==> src/cubic_bezier_point_generator_macros.svh <==
// assertion helpers used by cubic_bezier_point_generator.sv
`ifndef CUBIC_BEZIER_POINT_GENERATOR_MACROS_SVH
`define CUBIC_BEZIER_POINT_GENERATOR_MACROS_SVH

// same-cycle implication, checked out of reset
`define CBPG_ASSERT_NOW(label, ante, cons, msg) \
   label: assert property (@(posedge clock) disable iff (reset) (ante) |-> (cons)) \
      else $error(msg);

// next-cycle implication, checked out of reset
`define CBPG_ASSERT_NEXT(label, ante, cons, msg) \
   label: assert property (@(posedge clock) disable iff (reset) (ante) |=> (cons)) \
      else $error(msg);

`endif

==> src/cbpg_pkg.sv <==
package cbpg_pkg;

   // coordinate widths
   localparam int COORD_W   = 16;                 // input Q12.4
   localparam int VAL_W     = COORD_W + 12;       // internal, 16 fraction bits
   localparam int T_W       = 17;                 // t in Q1.16, 0 .. 65536
   localparam int PIX_W     = 12;
   localparam int PROD_W    = (VAL_W + 1) + (T_W + 1);

   // sample count limits
   localparam int SAMPLES_DEF = 64;
   localparam int SAMPLES_MIN = 2;
   localparam int SAMPLES_MAX = 64;

   // item kinds
   localparam logic KIND_MOVE  = 1'b0;
   localparam logic KIND_CURVE = 1'b1;

   typedef enum logic [1:0] {
      ST_IDLE,
      ST_MUL,
      ST_ADD
   } state_type;

   // de casteljau lerp order for one coordinate
   typedef enum logic [2:0] {
      STEP_AB,
      STEP_BC,
      STEP_CD,
      STEP_ABBC,
      STEP_BCCD,
      STEP_PT
   } step_type;

   // round half away from zero to whole pixels, saturating at the top
   function automatic logic signed [PIX_W-1:0] to_pixel(input logic signed [VAL_W-1:0] v);
      logic signed [VAL_W:0] sum;
      logic signed [VAL_W-16:0] p;
      begin
         sum = {v[VAL_W-1], v} + (VAL_W+1)'(32768) - (VAL_W+1)'(v[VAL_W-1]);
         p   = sum[VAL_W:16];
         if (p > (VAL_W-15)'(2047)) begin
            to_pixel = PIX_W'(2047);
         end else begin
            to_pixel = p[PIX_W-1:0];
         end
      end
   endfunction

endpackage

==> src/cbpg_lerp.sv <==
module cbpg_lerp
   import cbpg_pkg::*;
(
   input  logic                    clock,
   input  logic                    mul_en,
   input  logic signed [VAL_W-1:0] op_a,
   input  logic signed [VAL_W-1:0] op_b,
   input  logic        [T_W-1:0]   t,
   output logic signed [VAL_W-1:0] res
);

   logic signed [VAL_W:0]    diff;
   logic signed [T_W:0]      t_ext;
   logic signed [PROD_W-1:0] prod_in;
   logic signed [PROD_W-1:0] prod_ff;
   logic signed [VAL_W-1:0]  a_in;
   logic signed [VAL_W-1:0]  a_ff;
   logic signed [PROD_W-1:0] rnd;
   logic signed [VAL_W:0]    step_val;
   logic signed [VAL_W:0]    res_wide;

   // multiply stage: (b - a) * t
   assign diff    = {op_b[VAL_W-1], op_b} - {op_a[VAL_W-1], op_a};
   assign t_ext   = {1'b0, t};
   assign prod_in = PROD_W'(diff) * PROD_W'(t_ext);
   assign a_in    = mul_en ? op_a : a_ff;

   always_ff @(posedge clock) begin
      if (mul_en) begin
         prod_ff <= prod_in;
      end
      a_ff <= a_in;
   end

   // add stage: divide by 2^16 half away from zero, then add a
   assign rnd      = prod_ff + PROD_W'(32768) - PROD_W'(prod_ff[PROD_W-1]);
   assign step_val = rnd[VAL_W+16:16];
   assign res_wide = {a_ff[VAL_W-1], a_ff} + step_val;
   assign res      = res_wide[VAL_W-1:0];

endmodule

==> src/cubic_bezier_point_generator.sv <==
// cubic bezier point generator
// req channel: one word per command. tuser is the kind: a move word stores
// the end point as the new start point and gives nothing back; a curve word
// gives SAMPLES points, clamped to 2 .. 64, from the stored start through
// both control points to the end point, t evenly spaced from 0 to 1. The
// start point is not moved by a curve.
// rsp channel: one word per point, pixel coordinates rounded half away from
// zero, tlast on the final point of the curve.
// a single lerp unit (multiply, register, round and add) is shared by all
// twelve interpolations of a point, each in a multiply state and an add
// state; a curve holds the req channel until its final point has gone to the
// output register.
// req_tready is high only while no curve is in work. The result sits in an
// output register; if rsp_tready is low the next point waits finished in
// the lerp unit, and a new word is taken while the final point still waits.
// reset (synchronous, active high) clears the start point to the origin and
// drops any curve in work along with its pending output word.
`include "cubic_bezier_point_generator_macros.svh"

module cubic_bezier_point_generator
   import cbpg_pkg::*;
#(
   parameter int SAMPLES = SAMPLES_DEF
) (
   input  logic        clock,
   input  logic        reset,
   input  logic        req_tvalid,
   output logic        req_tready,
   // ctrl1_x, ctrl1_y, ctrl2_x, ctrl2_y, end_x, end_y (16 bits each)
   input  logic [95:0] req_tdata,
   // kind
   input  logic        req_tuser,
   output logic        rsp_tvalid,
   input  logic        rsp_tready,
   // pixel_x, pixel_y (12 bits each)
   output logic [23:0] rsp_tdata,
   output logic        rsp_tlast
);

   localparam int NS    = (SAMPLES < SAMPLES_MIN) ? SAMPLES_MIN :
                          (SAMPLES > SAMPLES_MAX) ? SAMPLES_MAX : SAMPLES;
   localparam int IDX_W = $clog2(NS);
   localparam int DENOM = 2 * (NS - 1);

   state_type state_ff, state_in;
   step_type  step_ff, step_in;
   logic      coord_y_ff, coord_y_in;
   logic [IDX_W-1:0] sample_ff, sample_in;

   logic signed [COORD_W-1:0] start_x_ff, start_x_in, start_y_ff, start_y_in;
   logic signed [COORD_W-1:0] p1x_ff, p1y_ff, p2x_ff, p2y_ff, p3x_ff, p3y_ff;

   logic signed [VAL_W-1:0] ab_ff, bc_ff, cd_ff, abbc_ff, bccd_ff;
   logic signed [PIX_W-1:0] px_ff;

   logic              rsp_valid_ff, rsp_valid_in;
   logic [PIX_W-1:0]  rsp_x_ff, rsp_y_ff;
   logic              rsp_last_ff;

   logic accept, is_last, out_free, final_step, load_out, mul_en;
   logic signed [VAL_W-1:0] op_a, op_b, lerp_res;
   logic signed [COORD_W-1:0] c0, c1, c2, c3;
   logic [T_W-1:0] t_tab [NS];
   logic [T_W-1:0] t_cur;

   // t table: i/(S-1) in Q1.16, rounded half up
   for (genvar g = 0; g < NS; g++) begin : g_t
      localparam logic [T_W-1:0] TV = T_W'((2 * g * 65536 + (NS - 1)) / DENOM);
      assign t_tab[g] = TV;
   end
   assign t_cur = t_tab[sample_ff];

   assign accept     = req_tvalid && req_tready;
   assign is_last    = (sample_ff == IDX_W'(NS - 1));
   assign out_free   = !rsp_valid_ff || rsp_tready;
   assign final_step = (state_ff == ST_ADD) && (step_ff == STEP_PT) && coord_y_ff;
   assign load_out   = final_step && out_free;

   // next state
   always_comb begin
      state_in = state_ff;
      case (state_ff)
         ST_IDLE: begin
            if (accept && (req_tuser == KIND_CURVE)) begin
               state_in = ST_MUL;
            end
         end
         ST_MUL: begin
            state_in = ST_ADD;
         end
         ST_ADD: begin
            if (step_ff != STEP_PT || !coord_y_ff) begin
               state_in = ST_MUL;
            end else if (out_free) begin
               state_in = is_last ? ST_IDLE : ST_MUL;
            end
         end
         default: begin
            state_in = ST_IDLE;
         end
      endcase
   end

   // fsm outputs
   always_comb begin
      req_tready = 1'b0;
      mul_en     = 1'b0;
      case (state_ff)
         ST_IDLE: req_tready = 1'b1;
         ST_MUL:  mul_en     = 1'b1;
         ST_ADD:  mul_en     = 1'b0;
         default: req_tready = 1'b0;
      endcase
   end

   // sequencer counters
   always_comb begin
      step_in    = step_ff;
      coord_y_in = coord_y_ff;
      sample_in  = sample_ff;
      if (accept) begin
         step_in    = STEP_AB;
         coord_y_in = 1'b0;
         sample_in  = '0;
      end else if (state_ff == ST_ADD) begin
         case (step_ff)
            STEP_AB:   step_in = STEP_BC;
            STEP_BC:   step_in = STEP_CD;
            STEP_CD:   step_in = STEP_ABBC;
            STEP_ABBC: step_in = STEP_BCCD;
            STEP_BCCD: step_in = STEP_PT;
            STEP_PT: begin
               if (!coord_y_ff) begin
                  step_in    = STEP_AB;
                  coord_y_in = 1'b1;
               end else if (out_free) begin
                  step_in    = STEP_AB;
                  coord_y_in = 1'b0;
                  if (!is_last) begin
                     sample_in = sample_ff + IDX_W'(1);
                  end
               end
            end
            default:   step_in = STEP_AB;
         endcase
      end
   end

   // start point: only a move word changes it
   always_comb begin
      start_x_in = start_x_ff;
      start_y_in = start_y_ff;
      if (accept && (req_tuser == KIND_MOVE)) begin
         start_x_in = req_tdata[79:64];
         start_y_in = req_tdata[95:80];
      end
   end

   always_ff @(posedge clock) begin
      if (reset) begin
         state_ff     <= ST_IDLE;
         step_ff      <= STEP_AB;
         coord_y_ff   <= 1'b0;
         sample_ff    <= '0;
         start_x_ff   <= '0;
         start_y_ff   <= '0;
         rsp_valid_ff <= 1'b0;
      end else begin
         state_ff     <= state_in;
         step_ff      <= step_in;
         coord_y_ff   <= coord_y_in;
         sample_ff    <= sample_in;
         start_x_ff   <= start_x_in;
         start_y_ff   <= start_y_in;
         rsp_valid_ff <= rsp_valid_in;
      end
   end

   // curve points latched on a curve word
   always_ff @(posedge clock) begin
      if (accept && (req_tuser == KIND_CURVE)) begin
         p1x_ff <= req_tdata[15:0];
         p1y_ff <= req_tdata[31:16];
         p2x_ff <= req_tdata[47:32];
         p2y_ff <= req_tdata[63:48];
         p3x_ff <= req_tdata[79:64];
         p3y_ff <= req_tdata[95:80];
      end
   end

   // operand select for the shared lerp
   always_comb begin
      c0 = coord_y_ff ? start_y_ff : start_x_ff;
      c1 = coord_y_ff ? p1y_ff : p1x_ff;
      c2 = coord_y_ff ? p2y_ff : p2x_ff;
      c3 = coord_y_ff ? p3y_ff : p3x_ff;
      case (step_ff)
         STEP_AB: begin
            op_a = {c0, 12'b0};
            op_b = {c1, 12'b0};
         end
         STEP_BC: begin
            op_a = {c1, 12'b0};
            op_b = {c2, 12'b0};
         end
         STEP_CD: begin
            op_a = {c2, 12'b0};
            op_b = {c3, 12'b0};
         end
         STEP_ABBC: begin
            op_a = ab_ff;
            op_b = bc_ff;
         end
         STEP_BCCD: begin
            op_a = bc_ff;
            op_b = cd_ff;
         end
         STEP_PT: begin
            op_a = abbc_ff;
            op_b = bccd_ff;
         end
         default: begin
            op_a = '0;
            op_b = '0;
         end
      endcase
   end

   cbpg_lerp u_lerp (
      .clock  (clock),
      .mul_en (mul_en),
      .op_a   (op_a),
      .op_b   (op_b),
      .t      (t_cur),
      .res    (lerp_res)
   );

   // intermediate points written back after each lerp
   always_ff @(posedge clock) begin
      if (state_ff == ST_ADD) begin
         case (step_ff)
            STEP_AB:   ab_ff   <= lerp_res;
            STEP_BC:   bc_ff   <= lerp_res;
            STEP_CD:   cd_ff   <= lerp_res;
            STEP_ABBC: abbc_ff <= lerp_res;
            STEP_BCCD: bccd_ff <= lerp_res;
            STEP_PT: begin
               if (!coord_y_ff) begin
                  px_ff <= to_pixel(lerp_res);
               end
            end
            default:   ab_ff   <= ab_ff;
         endcase
      end
   end

   // output register
   assign rsp_valid_in = load_out ? 1'b1 : (rsp_tready ? 1'b0 : rsp_valid_ff);

   always_ff @(posedge clock) begin
      if (load_out) begin
         rsp_x_ff    <= px_ff;
         rsp_y_ff    <= to_pixel(lerp_res);
         rsp_last_ff <= is_last;
      end
   end

   assign rsp_tvalid = rsp_valid_ff;
   assign rsp_tdata  = {rsp_y_ff, rsp_x_ff};
   assign rsp_tlast  = rsp_last_ff;

   // checks
   `CBPG_ASSERT_NEXT(a_move_no_work, accept && (req_tuser == KIND_MOVE), state_ff == ST_IDLE, "move word started work")
   `CBPG_ASSERT_NEXT(a_curve_starts, accept && (req_tuser == KIND_CURVE), (state_ff == ST_MUL) && (sample_ff == '0) && (step_ff == STEP_AB), "curve word did not start at first sample")
   `CBPG_ASSERT_NOW(a_last_ends, rsp_tvalid && rsp_tlast, (state_ff == ST_IDLE) || (sample_ff == '0), "final point pending while curve still in work")
   `CBPG_ASSERT_NEXT(a_wait_holds, final_step && !out_free, $stable(rsp_tdata) && $stable(lerp_res), "finished point lost while output stalled")

endmodule
==> config.mk <==
export PLATFORM = sky130hd
export DESIGN_NAME = cubic_bezier_point_generator
export DESIGN_NICKNAME = d
export VERILOG_FILES = /design/src/cbpg_pkg.sv /design/src/cbpg_lerp.sv /design/src/cubic_bezier_point_generator.sv
export VERILOG_INCLUDE_DIRS = /design/src /design/src/src
export SDC_FILE = /design/constraint.sdc
export NUM_CORES = 2
export LEC_CHECK = 0
export BUFFER_PORTS_ARGS = -buffer_cell sky130_fd_sc_hd__buf_2
export CORE_ASPECT_RATIO = 0.5
export CORE_MARGIN = 1
export CORE_UTILIZATION = 50
export CTS_CLUSTER_DIAMETER = 40
export DETAILED_ROUTE_END_ITERATION = 7
export MAX_ROUTING_LAYER = met4
export PLACE_DENSITY = 0.7
export SYNTH_ARGS = -nofsm -noshare
export SYNTH_HDL_FRONTEND = slang
export SYNTH_SLANG_ARGS = --single-unit
==> constraint.sdc <==
create_clock -name clock -period 30.1 [get_ports clock]
set_input_delay 0 -clock clock [delete_from_list [all_inputs] [get_ports clock]]
set_output_delay 0 -clock clock [all_outputs]
set_load 0.005 [all_outputs]
After elaboration in Yosys (flattened, before gate mapping)
Memories as Yosys holds them, arrays and structs flattened.
Index checks and enable logic that the tools add are counted.
- bits in registers: 393
- memory bits (read-only): 1088
- input bits: 101
- output and inout port bits: 27
- memories kept: 1
- $add $sub $neg: 7
- multipliers: 1
- magnitude comparators: 2
- equal/unequal tests: 12
- muxes and demuxes: 23
- bitwise operators: 4
- reduce and logical (&&, ||, !) cells: 24
- memory list (memory ; words ; bits a word ; rd ports ; clocked after memory_dff ; wr ports ; RTL line ; RTL):
    (name not given) ; 64 ; 17 ; 1 ; 0 ; 0 ; cubic_bezier_point_generator.sv:71 ; assign t_cur = t_tab[sample_ff];
- operator list (cell ; number):
    28-bit case mux with 6 select lines ; 2
    16-bit two-way mux ; 4
    29-bit by 18-bit multiplier with 47-bit output ; 1
    44-bit by 16-bit adder with 44-bit output, second input constant ; 1
    44-bit by 1-bit subtractor with 44-bit output ; 1
    17-bit two-way mux ; 2
    28-bit by 17-bit adder with 29-bit output, second input constant ; 1
    28-bit by 28-bit subtractor with 29-bit output ; 1
    29-bit by 1-bit subtractor with 29-bit output ; 1
    28-bit adder ; 1
    3-bit case mux with 6 select lines ; 1
    2-bit AND reduction ; 8
    13-bit by 12-bit > comparator with 1-bit output, second input constant ; 1
    12-bit two-way mux ; 1
    3-bit inequality test, second input constant ; 3
    7-bit >= comparator, second input constant ; 1
    1-bit two-way mux ; 7
    6-bit inverter with 7-bit output ; 1
    6-bit by 1-bit adder with 6-bit output, second input constant ; 1
    3-bit by 2-bit equality test with 1-bit output, second input constant ; 2
    3-bit equality test, second input constant ; 2
    6-bit equality test, second input constant ; 1
    1-bit logical AND ; 6
    2-bit two-way mux ; 3
    other kinds (15) ; 20

Logic depth before layout (Yosys ltp)
- depth in word-level cells: 7
- mapped depth: 45
- depth with buffers taken out: 42

Modules after synthesis
A second synthesis with hierarchy kept.
- cells, all modules: 3786
- area total of the unflattened synthesis: 37958.9 sq um
- by module, submodules not included (module ; times used ; cells each ; area an instance (sq um) ; seq. area each (sq um)):
    cbpg_lerp ; 1 ; 2731 ; 24234.5 ; 2192.1
    cubic_bezier_point_generator ; 1 ; 1055 ; 13724.4 ; 9098.7

Worst setup path before layout
No wires, ideal clock.
- path kind: register to register
- from: register step_ff[1]
- to: register u_lerp.prod_ff[46] (data pin)
- setup time: 0.263 ns
- arrival time: 10.350 ns
- setup slack: 19.487 ns
- stages on the path, launching flop included: 43
- path buffers: 4
- clock period less this slack: 10.613 ns
- cell sequence: dfxtp_1 -> nor2b_1 -> clkbuf_1 -> clkbuf_1 -> a22o_1 -> a22o_1 -> ha_1 -> inv_1 -> fa_1 -> a21o_1 -> a21oi_1 -> o21ai_0 -> a21oi_1 -> o21bai_1 -> a21oi_1 -> o211a_1 -> o211ai_1 -> a31o_2 -> (+7 left out) -> clkbuf_1 -> xor2_1 -> xnor2_1 -> fa_1 -> fa_1 -> inv_1 -> fa_1 -> inv_1 -> ha_1 -> a21oi_1 -> o21ai_0 -> or2_2 -> a21o_1 -> a21o_1 -> a21oi_1 -> nor2b_1 -> a311oi_1 -> xnor2_1
- longest elaborated chain between the ends: 4
- RTL lines (item ; RTL line ; RTL):
    start: declaration ; cubic_bezier_point_generator.sv:46 ; step_type step_ff, step_in;
    start signal: assignment ; cubic_bezier_point_generator.sv:170 ; step_ff <= step_in;
    3-bit equality test, or another cell as far along ; cubic_bezier_point_generator.sv:197 ; case (step_ff)
    28-bit case mux with 6 select lines (*) ; cubic_bezier_point_generator.sv:197 ;
    via op_a[0] ; cubic_bezier_point_generator.sv:61 ; logic signed [VAL_W-1:0] op_a, op_b, lerp_res;
    28-bit by 28-bit subtractor with 29-bit output (*) ; cbpg_lerp.sv:23 ; assign diff = {op_b[VAL_W-1], op_b} - {op_a[VAL_W-1], op_a};
    29-bit by 18-bit multiplier with 47-bit output (*) ; cbpg_lerp.sv:25 ; assign prod_in = PROD_W'(diff) * PROD_W'(t_ext);
    via u_lerp.prod_in[46] ; cbpg_lerp.sv:14 ; logic signed [PROD_W-1:0] prod_in;
    end signal: assignment ; cbpg_lerp.sv:30 ; prod_ff <= prod_in;
    end: declaration ; cbpg_lerp.sv:15 ; logic signed [PROD_W-1:0] prod_ff;
Mark *: on every way through the listed nets, which the timed path passes. The rest lies on a longest branch.
A chain may end at the register's enable or synchronous reset.

Worst setup path in the final report
- from: register step_ff[0]
- to: register u_lerp.prod_ff[46] (data pin)
- longest elaborated chain between the ends: 4
- RTL lines (item ; RTL line):
    3-bit equality test, or another cell as far along ; cubic_bezier_point_generator.sv:197
    28-bit case mux with 6 select lines ; cubic_bezier_point_generator.sv:197
    28-bit by 28-bit subtractor with 29-bit output (*) ; cbpg_lerp.sv:23
    29-bit by 18-bit multiplier with 47-bit output (*) ; cbpg_lerp.sv:25
    via u_lerp.prod_in[46] ; cbpg_lerp.sv:14
Marked as above.

==> impl_metrics.yaml <==
status:
  status: "finished, final reports clean"
grt:
  antenna_found_initial: 4
  grtUsageTotal_pct: 30.2
  overflow: 0
  gr-max-usage-layer: "met2"
  gr-usage-met2_pct: 45.5
  grt_pass1_wl_mm: 164
  met1_usage_pct: 41.8
  gr-usage-met3_pct: 6.05
  grt_max_degree: 63
  grt_pass1_vias: 27883
floorplanning:
  die_y_um: 193
  io_pins: 128
  die_area_um2: 74000
  initial_core_util_pct: 50.9
  rows: 69
  die_w_um: 384
  core_area_um2: 71500
synthesis:
  ys_seq_elements: 391
  netlist_area_um2: 36400
  ys.flop_type: "edfxtp_1"
  synth_fp_nets: 4413
  ys_seq_area_share_pct: 31.0
  synth_enable_flop_cells: 346
  syn_inst: 3626
  syn_avg_cell_area_um2: 10.0
  synthArstFlopShare_pct: 0
  yosys_warnings: 0
  yosysUniqueCellTypes: 78
power:
  finalPower_w: 0.00160
  leakagePower_nw: 18.6
  vdd_drop_max_mv: 0.0429
  powerDensity_nw_per_um2: 39.4
drt:
  initialDrtViolationCount: 2464
  ant_nets: 0
  wl_per_cell_um: 21.9
  dr.pass1.iters: 5
  drcViolationCount: 0
  dr_total_vias: 27336
  wirelength_mm: 106
  vias_per_cell: 5.65
clock_network:
  cts.sinks: 391
  clock_latency_ns: 0.60
  cts_made_buffers: 44
  cts_resized: 0
  cts.clk_slew.worst_paths_ns: 0.07
  cts_tree: "yes"
  cts-root-buf: "clkbuf_16"
  cts_setup_buffers: 0
  cts-htree-levels: 2
  cts_max_path_buffers: 3
sta:
  clock.fmax_mhz: 85.8
  rsz0062_at_grt: "no"
  final-hold-violation-count: 0
  drv_slew: 0
  fin_skew_ns: 0.0382
  tightest_slew_ns: 1.29
  setup_violations: 0
  fin_tns_setup_ns: 0
  min_period_ns: 11.66
  relSlewSlack_pct: 13.3
  finalCritPeriodShare_pct: 38.7
setup_path:
  cp-start-kind: "flip-flop"
  slowest_delay_ns: 0.70
  worstSetupEndpointType: "flip-flop"
  critical_path_class: "flip-flop to flip-flop"
  worstPathArrival_ns: 11.99
  critPathMaxFanout: 48
  cp.required_ns: 30.43
  critical-path-slowest-cell: "a311oi_1"
  crit_path_frequent_cell: "fa_1"
layout:
  post_route_cells_drive_above_1_share_pct: 7.94
  final_nets: 4633
  syn2layout_area_growth_pct: 12.0
job:
  cap_violations: 0
placement:
  dp_hpwl_mm: 82.3
  io_buffers: 127
  gp_congestion: 0.977
worst_hold_path:
  worstHoldPathType: "primary input to flip-flop"
-- critical path: cells and delay by family (launching register included) --
kind	cells	cell delay, ns
adders and majority gates	8	3.87
AOI/OAI and AO/OA	16	4.27
xor gates and xnor gates	2	0.70
and+or+nand+nor	6	1.29
DFF	1	0.30
buffers and inverters	5	0.96
-- per-stage QoR --
step	util (%)	setup WS (ns)	hold slack, ns	instance area [um^2]	instances
final	57.0	18.44	0.0354	40800	4842
after global routing	57.0	17.92	0.0559	40800	4841
after CTS	57.0	18.65	0.0169	40800	4839
after detailed placement	53.6	18.70	0.178	38300	4659
after global placement	53.6	18.92	0.177	38300	4659
after floorplan	-	19.49	0.0989	36400	3626
-- final timing paths --
| check | startpoint | to | slack, ns | cells after the start |
|---|---|---|---|---|
| max | step_ff[0]$_SDFFE_PP0P_ | u_lerp.prod_ff[46]$_DFFE_PN_ | 18.44 | 37 |
| min | req_tvalid | p2x_ff[2]$_DFFE_PP_ | 0.04 | 2 |
| max reg2reg | step_ff[0]$_SDFFE_PP0P_ | u_lerp.prod_ff[46]$_DFFE_PN_ | 18.44 | 37 |
| min reg2reg | px_ff[2]$_DFFE_PP_ | rsp_x_ff[2]$_DFFE_PP_ | 0.42 | 0 |
-- report_power, final --
group	total, W	internal (W)	switching [W]
registers	0.000641	0.000636	0.00000575
logic	0.000421	0.000148	0.000272
clock network	0.000543	0.000308	0.000234
total	0.00160	0.00109	0.000513
-- logic make-up after synthesis --
family / share of synthesized area [%]
xor gates and xnor gates: 4.04
AOI/OAI and AO/OA: 11.9
buffers and inverters: 8.47
DFF: 31.0
muxes: 1.91
adders and majority gates: 32.6
and+or+nand+nor: 10.1
-- flip-flops by register name, summed over array words and instances, names as in the netlist, 28 cells and up --
signal and cells:
u_lerp.prod_ff 45, ab_ff 28, abbc_ff 28, bc_ff 28, bccd_ff 28, cd_ff 28, u_lerp.a_ff 28
-- cell type report --
cell class / instances / area [um^2]
inverters: 716 / 2690
repair buffers: 279 / 2020
clock inverters: 27 / 284
multi-input cells: 2414 / 22100
well taps: 958 / 1200
clock buffers: 54 / 1170
flip-flops and latches: 391 / 11300
diodes: 3 / 7.51
fillers: 6126 / 30700
-- placed cells by master, fill, tap and decap left out, drive strengths merged, types with 33 or more instances in the layout --
cell type,count
inv,723
fa,438
nand2,367
edfxtp,346
nor2,258
ha,248
a21oi,190
buf,180
xnor2,126
o21ai,110
dlygate4sd3,99
a21o,81
mux2i,57
clkbuf,54
dfxtp,45
xor2,42
nand3,39
a22o,36
nor2b,33
-- per-layer routing --
layer	up-vias	share of wire (%)	wire length [um]
met1	13571	44	46500
li1	12348	-	-
met3	214	9.4	9920
met2	1203	44	46600
met5	-	0	0
met4	0	2.8	2940
-- cells in the mapped netlist, types with 16 or more instances --
library cell  count  share of area (%)
o211ai_1         16               0.33
nand2_1         366                3.8
nor2b_1          33               0.57
nand3_1          39               0.54
a21o_1           81                1.7
inv_1           716                7.4
mux2i_1          57                1.6
o21ai_0         107                1.5
dfxtp_1          45                2.5
edfxtp_1        346                 29
a211oi_1         21               0.43
and2_1           28               0.48
nor2_1          257                2.6
nand2b_1         24               0.41
fa_1            438                 24
a21oi_1         189                2.6
o21bai_1         31               0.64
clkbuf_1         97                1.0
ha_1            248                8.5
xor2_1           42                1.0
o21a_1           23               0.47
xnor2_1         126                3.0
nor3_1           30               0.41
a221oi_1         19               0.46
a22o_1           36               0.87
-- repair_timing --
action,CTS,global route
setup endpoints to repair,0,0
hold endpoints to repair,131,0
hold buffers,99,0
No activity file was read; power rests on OpenSTA's default activity.
